$ cat config.mk
export PLATFORM = sky130hd
export DESIGN_NAME = best_confidence_substring_locator_unit
export DESIGN_NICKNAME = d
export VERILOG_FILES = /design/src/rtl/bcsl_pkg.sv /design/src/rtl/bcsl_cell.sv /design/src/rtl/bcsl_window.sv /design/src/rtl/best_confidence_substring_locator_unit.sv
export SDC_FILE = /design/constraint.sdc
export NUM_CORES = 1
export LEC_CHECK = 0
export BUFFER_PORTS_ARGS = -buffer_cell sky130_fd_sc_hd__clkbuf_2
export CAP_MARGIN = 15
export CORE_UTILIZATION = 40
export CTS_CLUSTER_DIAMETER = 50
export DETAILED_ROUTE_END_ITERATION = 6
export GPL_ROUTABILITY_DRIVEN = 0
export GPL_TIMING_DRIVEN = 0
export HOLD_SLACK_MARGIN = 0.1
export PLACE_DENSITY_LB_ADDON = 0.2
export RECOVER_POWER = 100
export SYNTH_ARGS = -nofsm -noshare
export SYNTH_HDL_FRONTEND = slang
export SYNTH_HIERARCHICAL = 1
export SYNTH_SLANG_ARGS = --single-unit
$ cat constraint.sdc
create_clock -name clk -period 23.6 [get_ports clk]
set_input_delay 3.54 -clock clk [delete_from_list [all_inputs] [get_ports clk]]
set_output_delay 3.54 -clock clk [all_outputs]
set_load 0.02 [all_outputs]
$ cat src/rtl/bcsl_pkg.sv
// shared constants, types and helpers for the substring locator
package bcsl_pkg;

  localparam int TARGET_MAX = 16;
  localparam int COORD_BITS = 16;
  localparam int CENTRE_W   = 18;
  localparam int TGT_BYTES  = 16;
  localparam int TIDX_W     = 4;
  localparam int SEEN_W     = $clog2(TARGET_MAX + 1);
  localparam int LEN_W      = 5;
  localparam int CFG_W      = 64;
  localparam int CONF_W     = 16;

  typedef enum logic [1:0] {
    KIND_CHAR   = 2'd0,
    KIND_REGION = 2'd1,
    KIND_LIST   = 2'd2,
    KIND_NONE   = 2'd3
  } kind_t;

  typedef enum logic [1:0] {
    CFG_TGT_FIRST  = 2'd0,
    CFG_TGT_SECOND = 2'd1,
    CFG_TGT_LEN    = 2'd2,
    CFG_UNUSED     = 2'd3
  } cfg_idx_t;

  typedef struct packed {
    logic shift;
    logic clr;
  } win_ctrl_t;

  function automatic logic [7:0] fold_case(input logic [7:0] c);
    if (c >= 8'h41 && c <= 8'h5A) begin
      return c + 8'h20;
    end
    return c;
  endfunction

endpackage

$ cat src/rtl/bcsl_cell.sv
// one window byte: holds a character, passes it on and compares it with its target byte
module bcsl_cell
  import bcsl_pkg::*;
(
  input  logic       clk,
  input  logic       shift_en,
  input  logic [7:0] byte_in,
  input  logic [7:0] tgt_byte,
  input  logic       active,
  output logic [7:0] byte_out,
  output logic       hit
);

  logic [7:0] byte_r;
  logic [7:0] byte_nxt;

  always_comb begin
    byte_nxt = shift_en ? byte_in : byte_r;
  end

  always_ff @(posedge clk) begin
    byte_r <= byte_nxt;
  end

  assign byte_out = byte_r;
  assign hit      = !active || (byte_r == fold_case(tgt_byte));

endmodule

$ cat src/rtl/bcsl_window.sv
// character window built from a chain of compare cells, with count and sticky match flag
module bcsl_window
  import bcsl_pkg::*;
(
  input  logic                          clk,
  input  logic                          rst_n,
  input  win_ctrl_t                     ctrl,
  input  logic [7:0]                    text_char,
  input  logic [TGT_BYTES*8-1:0]        tgt_bytes,
  input  logic [LEN_W-1:0]              tgt_len,
  output logic                          hit
);

  logic [7:0]            chain [TARGET_MAX+1];
  logic [TARGET_MAX-1:0] cell_hit;
  logic [SEEN_W-1:0]     seen_r;
  logic [SEEN_W-1:0]     seen_nxt;
  logic                  pend_r;
  logic                  pend_nxt;
  logic                  flag_r;
  logic                  flag_nxt;
  logic                  len_ok;
  logic                  seen_ok;
  logic                  match_now;
  logic                  empty;

  assign chain[0] = fold_case(text_char);

  for (genvar j = 0; j < TARGET_MAX; j++) begin : g_cell
    logic [LEN_W-1:0]  rpos;
    logic [TIDX_W-1:0] tidx;
    logic [7:0]        tbyte;
    logic              act;

    always_comb begin
      rpos  = tgt_len - LEN_W'(j) - LEN_W'(1);
      tidx  = rpos[TIDX_W-1:0];
      tbyte = tgt_bytes[tidx*8 +: 8];
      act   = (tgt_len > LEN_W'(j));
    end

    bcsl_cell u_cell (
      .clk      (clk),
      .shift_en (ctrl.shift),
      .byte_in  (chain[j]),
      .tgt_byte (tbyte),
      .active   (act),
      .byte_out (chain[j+1]),
      .hit      (cell_hit[j])
    );
  end

  always_comb begin
    empty     = (tgt_len == '0);
    len_ok    = (tgt_len <= LEN_W'(TARGET_MAX));
    seen_ok   = (LEN_W'(seen_r) >= tgt_len);
    match_now = len_ok && seen_ok && (&cell_hit);
    hit       = empty || flag_r || (pend_r && match_now);
  end

  always_comb begin
    seen_nxt = seen_r;
    pend_nxt = 1'b0;
    flag_nxt = flag_r || (pend_r && match_now);
    if (ctrl.clr) begin
      seen_nxt = '0;
      flag_nxt = 1'b0;
    end else if (ctrl.shift) begin
      pend_nxt = 1'b1;
      if (seen_r < SEEN_W'(TARGET_MAX)) begin
        seen_nxt = seen_r + SEEN_W'(1);
      end
    end
  end

  always_ff @(posedge clk) begin
    if (!rst_n) begin
      seen_r <= '0;
      pend_r <= 1'b0;
      flag_r <= 1'b0;
    end else begin
      seen_r <= seen_nxt;
      pend_r <= pend_nxt;
      flag_r <= flag_nxt;
    end
  end

endmodule

$ cat src/rtl/best_confidence_substring_locator_unit.sv
// top level: tracks the best-confidence region whose text holds the target, reports its doubled centre
// Takes one word per cycle while not stalled: a text character shifts into a chain of sixteen
// compare cells, and the match of the newest characters against the case-folded target is
// resolved in the following cycle, in time for a region end arriving right behind it. A list end
// loads the result register, so its word appears in the cycle after acceptance; the input stalls
// only while that register is full and the downstream side is stalling. Configuration writes
// take effect at the next clock edge.
module best_confidence_substring_locator_unit
  import bcsl_pkg::*;
(
  input  logic                clk,
  input  logic                rst_n,
  input  logic                cfg_wen,
  input  logic [1:0]          cfg_index,
  input  logic [CFG_W-1:0]    cfg_wdata,
  input  logic                in_valid,
  output logic                in_stall,
  input  logic [1:0]          in_kind,
  input  logic [7:0]          in_text_char,
  input  logic [15:0]         in_box_left,
  input  logic [15:0]         in_box_top,
  input  logic [15:0]         in_box_width,
  input  logic [15:0]         in_box_height,
  input  logic [CONF_W-1:0]   in_region_confidence,
  output logic                out_valid,
  input  logic                out_stall,
  output logic                out_found,
  output logic [CENTRE_W-1:0] out_centre_x_doubled,
  output logic [CENTRE_W-1:0] out_centre_y_doubled
);

  logic [CFG_W-1:0]    tgt_lo_r;
  logic [CFG_W-1:0]    tgt_hi_r;
  logic [LEN_W-1:0]    tgt_len_r;
  logic [CONF_W-1:0]   best_conf_r;
  logic [CONF_W-1:0]   best_conf_nxt;
  logic [CENTRE_W-1:0] best_x_r;
  logic [CENTRE_W-1:0] best_x_nxt;
  logic [CENTRE_W-1:0] best_y_r;
  logic [CENTRE_W-1:0] best_y_nxt;
  logic                any_r;
  logic                any_nxt;
  logic                out_valid_r;
  logic                out_valid_nxt;
  logic                out_found_r;
  logic                out_found_nxt;
  logic [CENTRE_W-1:0] out_x_r;
  logic [CENTRE_W-1:0] out_x_nxt;
  logic [CENTRE_W-1:0] out_y_r;
  logic [CENTRE_W-1:0] out_y_nxt;
  logic                acc;
  logic                is_char;
  logic                is_region;
  logic                is_list;
  logic                win_hit;
  logic [CENTRE_W-1:0] cx;
  logic [CENTRE_W-1:0] cy;
  kind_t               kind;
  win_ctrl_t           wctrl;

  // configuration registers
  always_ff @(posedge clk) begin
    if (!rst_n) begin
      tgt_lo_r  <= '0;
      tgt_hi_r  <= '0;
      tgt_len_r <= '0;
    end else if (cfg_wen) begin
      case (cfg_idx_t'(cfg_index))
        CFG_TGT_FIRST:  tgt_lo_r  <= cfg_wdata;
        CFG_TGT_SECOND: tgt_hi_r  <= cfg_wdata;
        CFG_TGT_LEN:    tgt_len_r <= cfg_wdata[LEN_W-1:0];
        default: ;
      endcase
    end
  end

  // input decode
  always_comb begin
    in_stall  = out_valid_r && out_stall;
    acc       = in_valid && !in_stall;
    kind      = kind_t'(in_kind);
    is_char   = acc && (kind == KIND_CHAR);
    is_region = acc && (kind == KIND_REGION);
    is_list   = acc && (kind == KIND_LIST);
    wctrl.shift = is_char;
    wctrl.clr   = is_region || is_list;
  end

  bcsl_window u_window (
    .clk       (clk),
    .rst_n     (rst_n),
    .ctrl      (wctrl),
    .text_char (in_text_char),
    .tgt_bytes ({tgt_hi_r, tgt_lo_r}),
    .tgt_len   (tgt_len_r),
    .hit       (win_hit)
  );

  // doubled centre of the incoming box
  always_comb begin
    cx = (CENTRE_W'(in_box_left[COORD_BITS-1:0]) << 1) + CENTRE_W'(in_box_width[COORD_BITS-1:0]);
    cy = (CENTRE_W'(in_box_top[COORD_BITS-1:0]) << 1) + CENTRE_W'(in_box_height[COORD_BITS-1:0]);
  end

  // best region tracking
  always_comb begin
    best_conf_nxt = best_conf_r;
    best_x_nxt    = best_x_r;
    best_y_nxt    = best_y_r;
    any_nxt       = any_r;
    if (is_list) begin
      best_conf_nxt = '0;
      best_x_nxt    = '0;
      best_y_nxt    = '0;
      any_nxt       = 1'b0;
    end else if (is_region && win_hit && (in_region_confidence > best_conf_r)) begin
      best_conf_nxt = in_region_confidence;
      best_x_nxt    = cx;
      best_y_nxt    = cy;
      any_nxt       = 1'b1;
    end
  end

  // result register
  always_comb begin
    out_valid_nxt = out_valid_r && out_stall;
    out_found_nxt = out_found_r;
    out_x_nxt     = out_x_r;
    out_y_nxt     = out_y_r;
    if (is_list) begin
      out_valid_nxt = 1'b1;
      out_found_nxt = any_r;
      out_x_nxt     = any_r ? best_x_r : '0;
      out_y_nxt     = any_r ? best_y_r : '0;
    end
  end

  always_ff @(posedge clk) begin
    if (!rst_n) begin
      best_conf_r <= '0;
      best_x_r    <= '0;
      best_y_r    <= '0;
      any_r       <= 1'b0;
      out_valid_r <= 1'b0;
    end else begin
      best_conf_r <= best_conf_nxt;
      best_x_r    <= best_x_nxt;
      best_y_r    <= best_y_nxt;
      any_r       <= any_nxt;
      out_valid_r <= out_valid_nxt;
    end
  end

  always_ff @(posedge clk) begin
    out_found_r <= out_found_nxt;
    out_x_r     <= out_x_nxt;
    out_y_r     <= out_y_nxt;
  end

  assign out_valid            = out_valid_r;
  assign out_found            = out_found_r;
  assign out_centre_x_doubled = out_x_r;
  assign out_centre_y_doubled = out_y_r;

  a_out_from_list_end: assert property (@(posedge clk) disable iff (!rst_n)
    $rose(out_valid_r) |-> $past(in_valid && !in_stall && in_kind == KIND_LIST))
    else $error("result word without a list end");

  a_list_end_clears: assert property (@(posedge clk) disable iff (!rst_n)
    is_list |=> (!any_r && best_conf_r == '0))
    else $error("search state not cleared after list end");

  a_idle_best_zero: assert property (@(posedge clk) disable iff (!rst_n)
    !any_r |-> (best_conf_r == '0 && best_x_r == '0 && best_y_r == '0))
    else $error("best region held without a match");

  a_found_has_conf: assert property (@(posedge clk) disable iff (!rst_n)
    any_r |-> best_conf_r != '0)
    else $error("match stored with zero confidence");

endmodule
* After elaboration in Yosys (flattened, before gate mapping) *
Cells that the tools add are included.

storage, ports and cells
  logic and storage cells = 298
  bits of input ports = 161
  output and inout bits = 39
  flip-flop bits (word level) = 359

cells by class
  shift operators = 16
  add/sub/neg operators = 50
  mux-type cells = 53
  reductions and logical operators = 74
  eq/ne operators = 20
  bitwise logic cells = 1
  $lt $le $gt $ge = 54

operators with widths
  operator                                                        count
  indexed part select 128 x 8 -> 8 bit                            16
  2-to-1 mux 8 bit                                                34
  adder 8 x 6 -> 8 bit (second input constant)                    17
  >= comparator 8 x 7 -> 1 bit (second input constant)            17
  <= comparator 8 x 7 -> 1 bit (second input constant)            17
  == test 8 bit                                                   16
  subtractor 4 x 1 -> 4 bit (second input constant)               16
  greater-than comparator 5 x 4 -> 1 bit (second input constant)  8
  adder 17 x 16 -> 18 bit                                         2
  subtractor 4 bit (second input constant)                        8
  logical AND 1 bit                                               27
  greater-than comparator 5 x 3 -> 1 bit (second input constant)  4
  logical OR 1 bit                                                20
  2-to-1 mux 1 bit                                                19
  logical NOT 1 bit                                               17
  greater-than comparator 16 bit                                  1
  AND reduction 16 bit                                            1
  subtractor 4 x 3 -> 4 bit (second input constant)               4
  greater-than comparator 5 x 1 -> 1 bit (second input constant)  2
  greater-than comparator 5 x 2 -> 1 bit (second input constant)  2
  AND reduction 2 bit                                             4
  subtractor 4 x 2 -> 4 bit (second input constant)               2
  adder 5 x 1 -> 5 bit (second input constant)                    1
  >= comparator 5 bit                                             1
  8 further kinds                                                 12

* Depth between registers and ports, before layout *
Gate-level depths: netlist (run 1).

  word-level depth = 15
  depth in mapped cells = 26
  mapped depth without buffers = 20

* Modules after synthesis *
Netlist (run 1), hierarchy kept.

by module, submodules not included
  module                                  cells each  area an instance (µm²)  instances  sequential area each (µm²)
  best_confidence_substring_locator_unit  1,065       9,849.4                 1          4,854.7
  bcsl_window                             560         7,818.7                 1          140.1
  bcsl_cell                               31          421.7                   16         240.2

* Worst setup path before layout (run 1) *
Ideal clock, no wire load.

  kind = input to register
  from = in in_kind[1]
  to = reg u_window.seen_r[3]
  required time = 23.479 ns
  setup slack = 9.640 ns
  library setup time = 0.121 ns
  cell stages on the path = 6
  path buffers = 0
  arrival time = 13.839 ns
  cell sequence = nor3_1 -> inv_1 -> nor2_1 -> nand4_1 -> xor2_1 -> nor2_1

on the way
  word-level cells in the longest chain between the ends = 4
  elaborated cells on any way between the ends = 9
  classes of those cells = eq/ne: 2; reduce/logical: 7

RTL lines
  what                                                            line                                                                                        RTL
  start, declared                                                 best_confidence_substring_locator_unit.sv:18                                                input logic [1:0] in_kind,
  == test 2 x 1 -> 1 bit / == test 2 bit (equally long branches)  best_confidence_substring_locator_unit.sv:83, best_confidence_substring_locator_unit.sv:84
  logical AND 1 bit, on equally long branches                     best_confidence_substring_locator_unit.sv:83, best_confidence_substring_locator_unit.sv:84
  logical OR 1 bit                                                best_confidence_substring_locator_unit.sv:86                                                wctrl.clr = is_region || is_list;
  OR reduction 2 bit (no source line)                             n/a
  end signal, assigned                                            bcsl_window.sv:82                                                                           seen_r <= seen_nxt;
  end, declared                                                   bcsl_window.sv:16                                                                           logic [SEEN_W-1:0] seen_r;

Parallel ways exist; a longest one is shown, timed or not.
A chain may end at the register's enable or synchronous reset.

* Worst setup path in the final report (run 1) *
  from = reg tgt_len_r[1]
  to = reg best_x_r[11]

on the way
  word-level cells in the longest chain between the ends = 15
  elaborated cells on any way between the ends = 233
  classes of those cells = add/sub: 46; order compare: 50; eq/ne: 16; shift: 16; mux: 48; reduce/logical: 57

RTL lines
  what                                                                                 line                                           RTL
  start, declared                                                                      best_confidence_substring_locator_unit.sv:34   logic [LEN_W-1:0] tgt_len_r;
  start signal, assigned                                                               best_confidence_substring_locator_unit.sv:71   CFG_TGT_LEN: tgt_len_r <= cfg_wdata[LEN_W-1:0];
  subtractor 4 x 3 -> 4 bit *                                                          bcsl_window.sv:36                              rpos = tgt_len - LEN_W'(j) - LEN_W'(1);
  subtractor 4 x 1 -> 4 bit *                                                          bcsl_window.sv:36
  indexed part select 128 x 8 -> 8 bit *                                               bcsl_window.sv:38                              tbyte = tgt_bytes[tidx*8 +: 8];
  net u_window.g_cell[6].tbyte[2]                                                      bcsl_window.sv:32                              logic [7:0] tbyte;
  >= comparator 8 x 7 -> 1 bit / <= comparator 8 x 7 -> 1 bit (equally long branches)  bcsl_pkg.sv:34                                 if (c >= 8'h41 && c <= 8'h5A) begin
  logical AND 1 bit                                                                    bcsl_pkg.sv:34
  2-to-1 mux 1 bit                                                                     bcsl_pkg.sv:34
  2-to-1 mux 8 bit *                                                                   bcsl_pkg.sv:37                                 return c;
  == test 8 bit *                                                                      bcsl_cell.sv:26                                assign hit = !active || (byte_r == fold_case(tgt_byte));
  logical OR 1 bit *                                                                   bcsl_cell.sv:26
  net u_window.cell_hit[6]                                                             bcsl_window.sv:15                              logic [TARGET_MAX-1:0] cell_hit;
  AND reduction 16 bit *                                                               bcsl_window.sv:57                              match_now = len_ok && seen_ok && (&cell_hit);
  logical AND 1 bit *                                                                  bcsl_window.sv:57
  logical AND 1 bit *                                                                  bcsl_window.sv:58                              hit = empty || flag_r || (pend_r && match_now);
  logical OR 1 bit *                                                                   bcsl_window.sv:58
  net win_hit                                                                          best_confidence_substring_locator_unit.sv:55   logic win_hit;
  logical AND 1 bit * (2 in a row)                                                     best_confidence_substring_locator_unit.sv:116  end else if (is_region && win_hit && (in_region_confidence > best_conf_r)) begin
  end signal, assigned                                                                 best_confidence_substring_locator_unit.sv:147  best_x_r <= best_x_nxt;
  end, declared                                                                        best_confidence_substring_locator_unit.sv:37   logic [CENTRE_W-1:0] best_x_r;

Mark *: on every way through the listed nets, which the timed path passes. The rest lies on a longest branch. The select of a mux whose other input is x is not followed.

==> flow_summary_export.csv, run 1 <==
group,metric,value,unit
sta,fin_crit,11.78,ns
die,io_pins,200,
route,wl_per_cell,26.59,um
power,p_leak,9.880,nW
clock_tree,cts_setup_buffers,0,
layout,final_cell_mix,"nand2_1 (339), mux4_2 (214), mux2i_1 (195), dfxtp_1 (194), edfxtp_1 (165)",
power,netSwitchingFraction,0.2785,
layout,n_antenna_cell,0,
global_route,grt_pass1_wl,125.1,mm
die,dieArea,0.06203,mm^2
critical_path,r2r_end,"best_x_r[11]",
place,placed_area,0.02652,mm^2
clock_tree,root_buffer,"clkbuf_16",
hold_path,whs_path_depth,2,
layout,design_area,0.02796,mm^2
status,outcome,"finished, violations left",
synthesis,seq_area_frac_synth,0.3620,
synthesis,synthesis.nets,2367,
sta,setup-tns-final,0,ns
critical_path,crit_required,24.08,ns
global_route,antenna_found_initial,3,
clock_tree,htreeDepth,2,
synthesis,synthArstFlopShare,0,
clock_tree,holdBufCountCts,0,
hold_path,whs_endpoint,"best_x_r[17]",
place,dp_slack,15.56,ns
layout,fin_util,0.4633,
critical_path,worst_r2r_path_depth,26,
synthesis,synth_largest_area_cell,"edfxtp_1",
synthesis,synth_top_area_share,0.2029,
status,violations,"capacitance limit, slew limit",
clock_tree,tritoncts,"yes",
synthesis,synth.ff_latch_count,359,
sta,setup_viol,0,
critical_path,crit_fanout,10,
hold_path,worstHoldStart,"best_x_r[17]",
critical_path,cp-end-kind,"register",
global_route,grt_max_degree,38,
clock_tree,path_clk_slew,0.06,ns
place,port_buffers,199,
power,pwr-share-clk,0.439,
layout,final_nets,2626,
synthesis,netlist_area,0.02441,mm^2
global_route,gr-total-overflow,0,
sta,fmax,84.86,MHz
global_route,first_global_vias,19079,
route,via_per_inst,6.102,
clock_tree,numCtsBuffers,47,
clock_tree,worstSkewPairLatency,0.61,ns
layout,instances_no_fill,3199,
sta,setup_slack,11.82,ns
route,drt-initial-drc-count,2143,
power,p_per_area,61.68,mW/mm^2
route,via_count,19521,
hold_path,hold_path.class,"reg2reg",
place,dp_cells,3113,
sta,drv_slew,38,
sta,tightestPinTransition,1.568,ns
route,drc,0,
layout,drive_gt1_frac,0.2209,
clock_tree,clock_sinks,359,
critical_path,crit_type,"reg2reg",
synthesis,postSynthAreaPerCell,11.51,um^2
clock_tree,clockBufferDepth,3,
die,std_cell_rows,90,
clock_tree,cts-resized-gates,0,
sta,relSlewSlack,-0.04627,
sta,hold_viol_final,0,
route,ant_nets,0,
critical_path,reg2reg_setup_slack,11.82,ns
power,seqPwrFrac,0.400,
route,wirelength,85.06,mm
layout,area_growth,14.54,%
critical_path,cp-start-kind,"register",
die,start_util,0.4045,
flow_run,max_cap_viol_count,1,
critical_path,crit_arrival,12.27,ns
power,p_sw,0.4804,mW
synthesis,syn_inst,2121,
critical_path,r2r_start,"tgt_len_r[1]",
sta,rsz0062_at_grt,"no",
synthesis,synth_edf_count,165,
power,comb_power_share,0.161,
synthesis,ys.flop_type,"dfxtp_1",
sta,min_period_over_period,0.4993,
layout,final_common_cell,"nand2_1",
power,p_int,1.245,mW
die,die_w,249.1,um
synthesis,synth_area_leaders,"edfxtp_1 (20%), mux4_2 (20%), dfxtp_1 (16%)",
synthesis,yosys.cell_types.count,68,
global_route,grt.total_usage,0.2725,
die,die_h,249.1,um
synthesis,yosys_warnings,6,
power,ir_worst_vdd,0.00005293,V
route,drtPass1Iterations,6,
place,dpl.hpwl,68.86,mm
sta,hold_ws,0.4449,ns
die,core,0.06036,mm^2
power,report.power.total,1.725,mW
sta,fin_skew,0.04184,ns
[layer usage]
layer / share of wire / up-vias / track usage
met4: 0.056 / 6 / 0.1346
met2: 0.42 / 1270 / 0.4009
met1: 0.40 / 9492 / 0.3572
met5: 0.00048 / - / 0
met3: 0.12 / 226 / 0.09321
li1: - / 8527 / -
[cell type report]
class / count / area, um^2
inverter: 45 / 168.9
fill: 5609 / 32390
timing repair buffer: 210 / 979.7
clock buffer: 59 / 1296
buffer: 119 / 568.0
tap: 782 / 978.4
sequential: 359 / 8838
clock inverter: 27 / 386.6
multi-input combinational: 1598 / 14750
[synthesized netlist by cell type (17+ instances only)]
library cell	instances
ha_1	83
mux2i_1	195
xor2_1	81
nand3_1	29
o31ai_1	18
buf_2	24
clkbuf_1	54
dfxtp_1	194
a21oi_1	49
edfxtp_1	165
buf_4	19
xnor2_1	97
mux4_2	214
nor2_1	81
a21boi_0	131
and2_1	41
nor3_1	22
or4_1	18
nand2_1	339
nor4b_1	17
inv_1	43
[flip-flops by register name, summed over array words and instances (netlist names)]
signal                           count
out_valid                            1
out_centre_x_doubled                18
tgt_hi_r                            64
u_window/g_cell.u_cell/byte_out    128
best_y_r                            18
tgt_lo_r                            64
u_window/seen_r                      5
u_window/flag_r                      1
out_found                            1
best_x_r                            18
any_r                                1
out_centre_y_doubled                18
best_conf_r                         16
u_window/pend_r                      1
tgt_len_r                            5
[power by group through the flow]
| stage | Sequential, mW | Combinational (mW) | Clock, mW |
|---|---|---|---|
| after floorplan | 0.696 | 0.187 | 0 |
| after global placement | 0.704 | 0.267 | 0 |
| after detailed placement | 0.702 | 0.275 | 0 |
| after CTS | 0.689 | 0.276 | 0.772 |
| after global routing | 0.692 | 0.294 | 0.796 |
| final | 0.691 | 0.277 | 0.757 |
[worst max-delay path by stage]
stage | from | endpoint | slack, ns | cells after the start
floorplan | in_kind[1] | u_window/seen_r[3] | 9.64 | 6
global placement | out_stall | u_window/seen_r[3] | 5.53 | 9
detailed placement | tgt_len_r[1] | best_x_r[11] | 15.56 | 25
CTS | tgt_len_r[1] | best_conf_r[8] | 15.48 | 25
global route | tgt_len_r[1] | best_conf_r[14] | 11.40 | 26
finish | tgt_len_r[1] | best_x_r[11] | 11.82 | 26
[logic make-up (layout without fill, tap and decap cells)]
kind of cell	after synthesis	in the layout	share of synthesized area
mux	411	411	0.2795
flops	359	359	0.3620
fa+ha+maj	85	85	0.04418
buf+inv	164	460	0.03285
compound gates	330	330	0.1043
simple gates	589	589	0.1086
xor+xnor	183	183	0.06857
[worst max-delay path: stages, from the launching register on]
cell	delay (ns)
dfxtp_1	0.57
clkbuf_1	0.69
clkbuf_1	0.63
clkbuf_1	0.75
inv_1	0.41
ha_1	0.40
clkbuf_1	0.42
clkbuf_1	0.71
clkbuf_1	0.65
mux4_2	0.49
mux2i_1	0.40
mux2i_1	0.32
or4_1	0.55
o21bai_1	0.23
nor4b_1	0.10
xnor2_1	0.16
o41ai_1	0.40
nand4_1	0.15
nor3_1	0.64
a31oi_1	0.22
nand2_1	0.16
or4b_2	0.59
a21oi_1	0.38
clkbuf_1	0.63
clkbuf_1	0.64
mux2i_1	0.29
nor2_1	0.06
Power figures use the tool's default switching activity.
==> inputs of run 2 (changes only) <==
Clock period 23.6 ns to 10.2 ns, I/O delays scaled along.
==> run 2 against run 1 <==
The run still ends with capacitance limit, slew limit left. Design area barely moved. Non-clock buffer count fell by 4. Hold slack got worse by 0.014 ns. First-iteration DRC count fell by 5.7%. Sequential share of layout area barely moved. Clock power rose by 120%. Count of clock-buffer cells in the layout fell by 1. Sequential cell count did not move. Via count rose by 1.3%. Fmax rose by 27%.
==> flow_summary_export.csv, run 2 (synthesis results as in run 1) <==
group,metric,value,unit
place,port_buffers,199,
global_route,gr-total-overflow,0,
critical_path,max_stage_delay,0.71,ns
layout,instances_no_fill,3199,
hold_path,worstHoldStart,"u_window/g_cell[2].u_cell/byte_out[6]",
route,via_count,19773,
layout,design_area,0.02798,mm^2
sta,setup-tns-final,0,ns
critical_path,path_depth,25,
layout,largest_register_ffs,128,
critical_path,crit_fanout,10,
critical_path,path_buf_inv,8,
clock_tree,numCtsBuffers,49,
critical_path,slowest_stage,"clkbuf_1",
clock_tree,htreeDepth,2,
clock_tree,holdBufCountCts,0,
die,std_cell_rows,90,
sta,tightestPinTransition,1.603,ns
place,dpl.hpwl,69.09,mm
sta,fin_crit,9.246,ns
place,placed_area,0.02658,mm^2
layout,final_common_cell,"nand2_1",
clock_tree,cts-resized-gates,0,
global_route,grt_pass1_wl,125.5,mm
flow_run,max_cap_viol_count,1,
sta,setup_slack,0.9539,ns
die,start_util,0.4045,
power,p_leak,9.903,nW
power,report.power.total,3.935,mW
layout,fin_util,0.4635,
sta,relSlewSlack,-0.06970,
global_route,first_global_vias,19137,
clock_tree,clockBufferDepth,3,
layout,final_cell_mix,"nand2_1 (339), mux4_2 (214), mux2i_1 (195), dfxtp_1 (194), edfxtp_1 (165)",
layout,area_growth,14.59,%
global_route,grt_max_degree,38,
die,io_pins,200,
route,wl_per_cell,26.82,um
route,drc,0,
global_route,grt.total_usage,0.2741,
clock_tree,clock_sinks,359,
critical_path,crit_required,10.72,ns
sta,rsz0062_at_grt,"no",
sta,min_period_over_period,0.9065,
sta,fmax,108.2,MHz
route,ant_nets,0,
critical_path,reg2reg_setup_slack,0.95,ns
die,dieArea,0.06203,mm^2
die,die_h,249.1,um
power,ir_worst_vdd,0.0001619,V
route,wirelength,85.81,mm
route,drtPass1Iterations,5,
sta,fin_skew,0.06370,ns
hold_path,hold_path.class,"reg2reg",
layout,n_fill_cell,5615,
hold_path,whs_path_depth,0,
critical_path,cp-end-kind,"register",
global_route,antenna_found_initial,4,
route,via_per_inst,6.181,
critical_path,crit_type,"reg2reg",
clock_tree,root_buffer,"clkbuf_16",
place,dp_slack,2.107,ns
place,dp_cells,3109,
route,drt-initial-drc-count,2021,
sta,hold_ws,0.4311,ns
critical_path,crit_family,"buffers and inverters",
die,die_w,249.1,um
status,outcome,"finished, violations left",
layout,drive_gt1_frac,0.2256,
sta,hold_viol_final,0,
critical_path,r2r_end,"best_y_r[3]",
hold_path,whs_endpoint,"u_window/g_cell[3].u_cell/byte_out[6]",
die,core,0.06036,mm^2
power,p_per_area,140.7,mW/mm^2
critical_path,crit_top_cell,"buf_4",
status,violations,"capacitance limit, slew limit",
clock_tree,cts_setup_buffers,0,
clock_tree,tritoncts,"yes",
sta,drv_slew,38,
clock_tree,path_clk_slew,0.06,ns
critical_path,cp-start-kind,"register",
critical_path,r2r_start,"tgt_len_r[1]",
critical_path,worst_r2r_path_depth,25,
clock_tree,worstSkewPairLatency,0.62,ns
sta,setup_viol,0,
critical_path,crit_arrival,9.77,ns
layout,final_nets,2624,
[run 2: area by class of cell]
type,instances,area (um^2),area share
clock buffer,58,1323,0.04727
antenna,1,2.502,0.00008945
multi-input combinational,1598,14760,0.5277
buffer,119,628.1,0.02245
tap,782,978.4,0.03497
clock inverter,31,310.3,0.01109
sequential,359,8838,0.3159
inverter,45,168.9,0.006038
timing repair buffer,206,964.7,0.03448
[run 2: layer usage]
metal | wire [um] | up-vias | share of wire | GRT usage
met5 | 151 | - | 0.0018 | 0.01081
met4 | 4933 | 10 | 0.057 | 0.1381
met3 | 10230 | 265 | 0.12 | 0.09822
met2 | 36350 | 1197 | 0.42 | 0.4044
met1 | 34150 | 9781 | 0.40 | 0.3531
li1 | - | 8520 | - | -
[run 2: worst register-to-register path: cells and delay by family, from the launching register on]
kind | cells | cell delay, ns
AOI/OAI and AO/OA | 5 | 1.32
xor gates and xnor gates | 1 | 0.17
adders and majority gates | 1 | 0.36
buffers and inverters | 8 | 3.20
DFF | 1 | 0.60
muxes | 3 | 1.31
and+or+nand+nor | 7 | 2.19
[run 2: worst max path at each step]
| stage | from | to |
|---|---|---|
| global route | tgt_len_r[1] | best_y_r[3] |
| CTS | tgt_len_r[1] | best_conf_r[0] |
| global placement | out_stall | u_window/seen_r[3] |
| finish | tgt_len_r[1] | best_y_r[3] |
| detailed placement | tgt_len_r[1] | best_conf_r[0] |
| floorplan | out_stall | u_window/seen_r[3] |
[run 2: power by group]
part | switching (mW) | leakage (nW) | total (mW) | internal [mW]
Sequential | 0.0527 | 3.07 | 1.60 | 1.55
Combinational | 0.379 | 6.04 | 0.645 | 0.266
Clock | 0.697 | 0.795 | 1.69 | 0.994
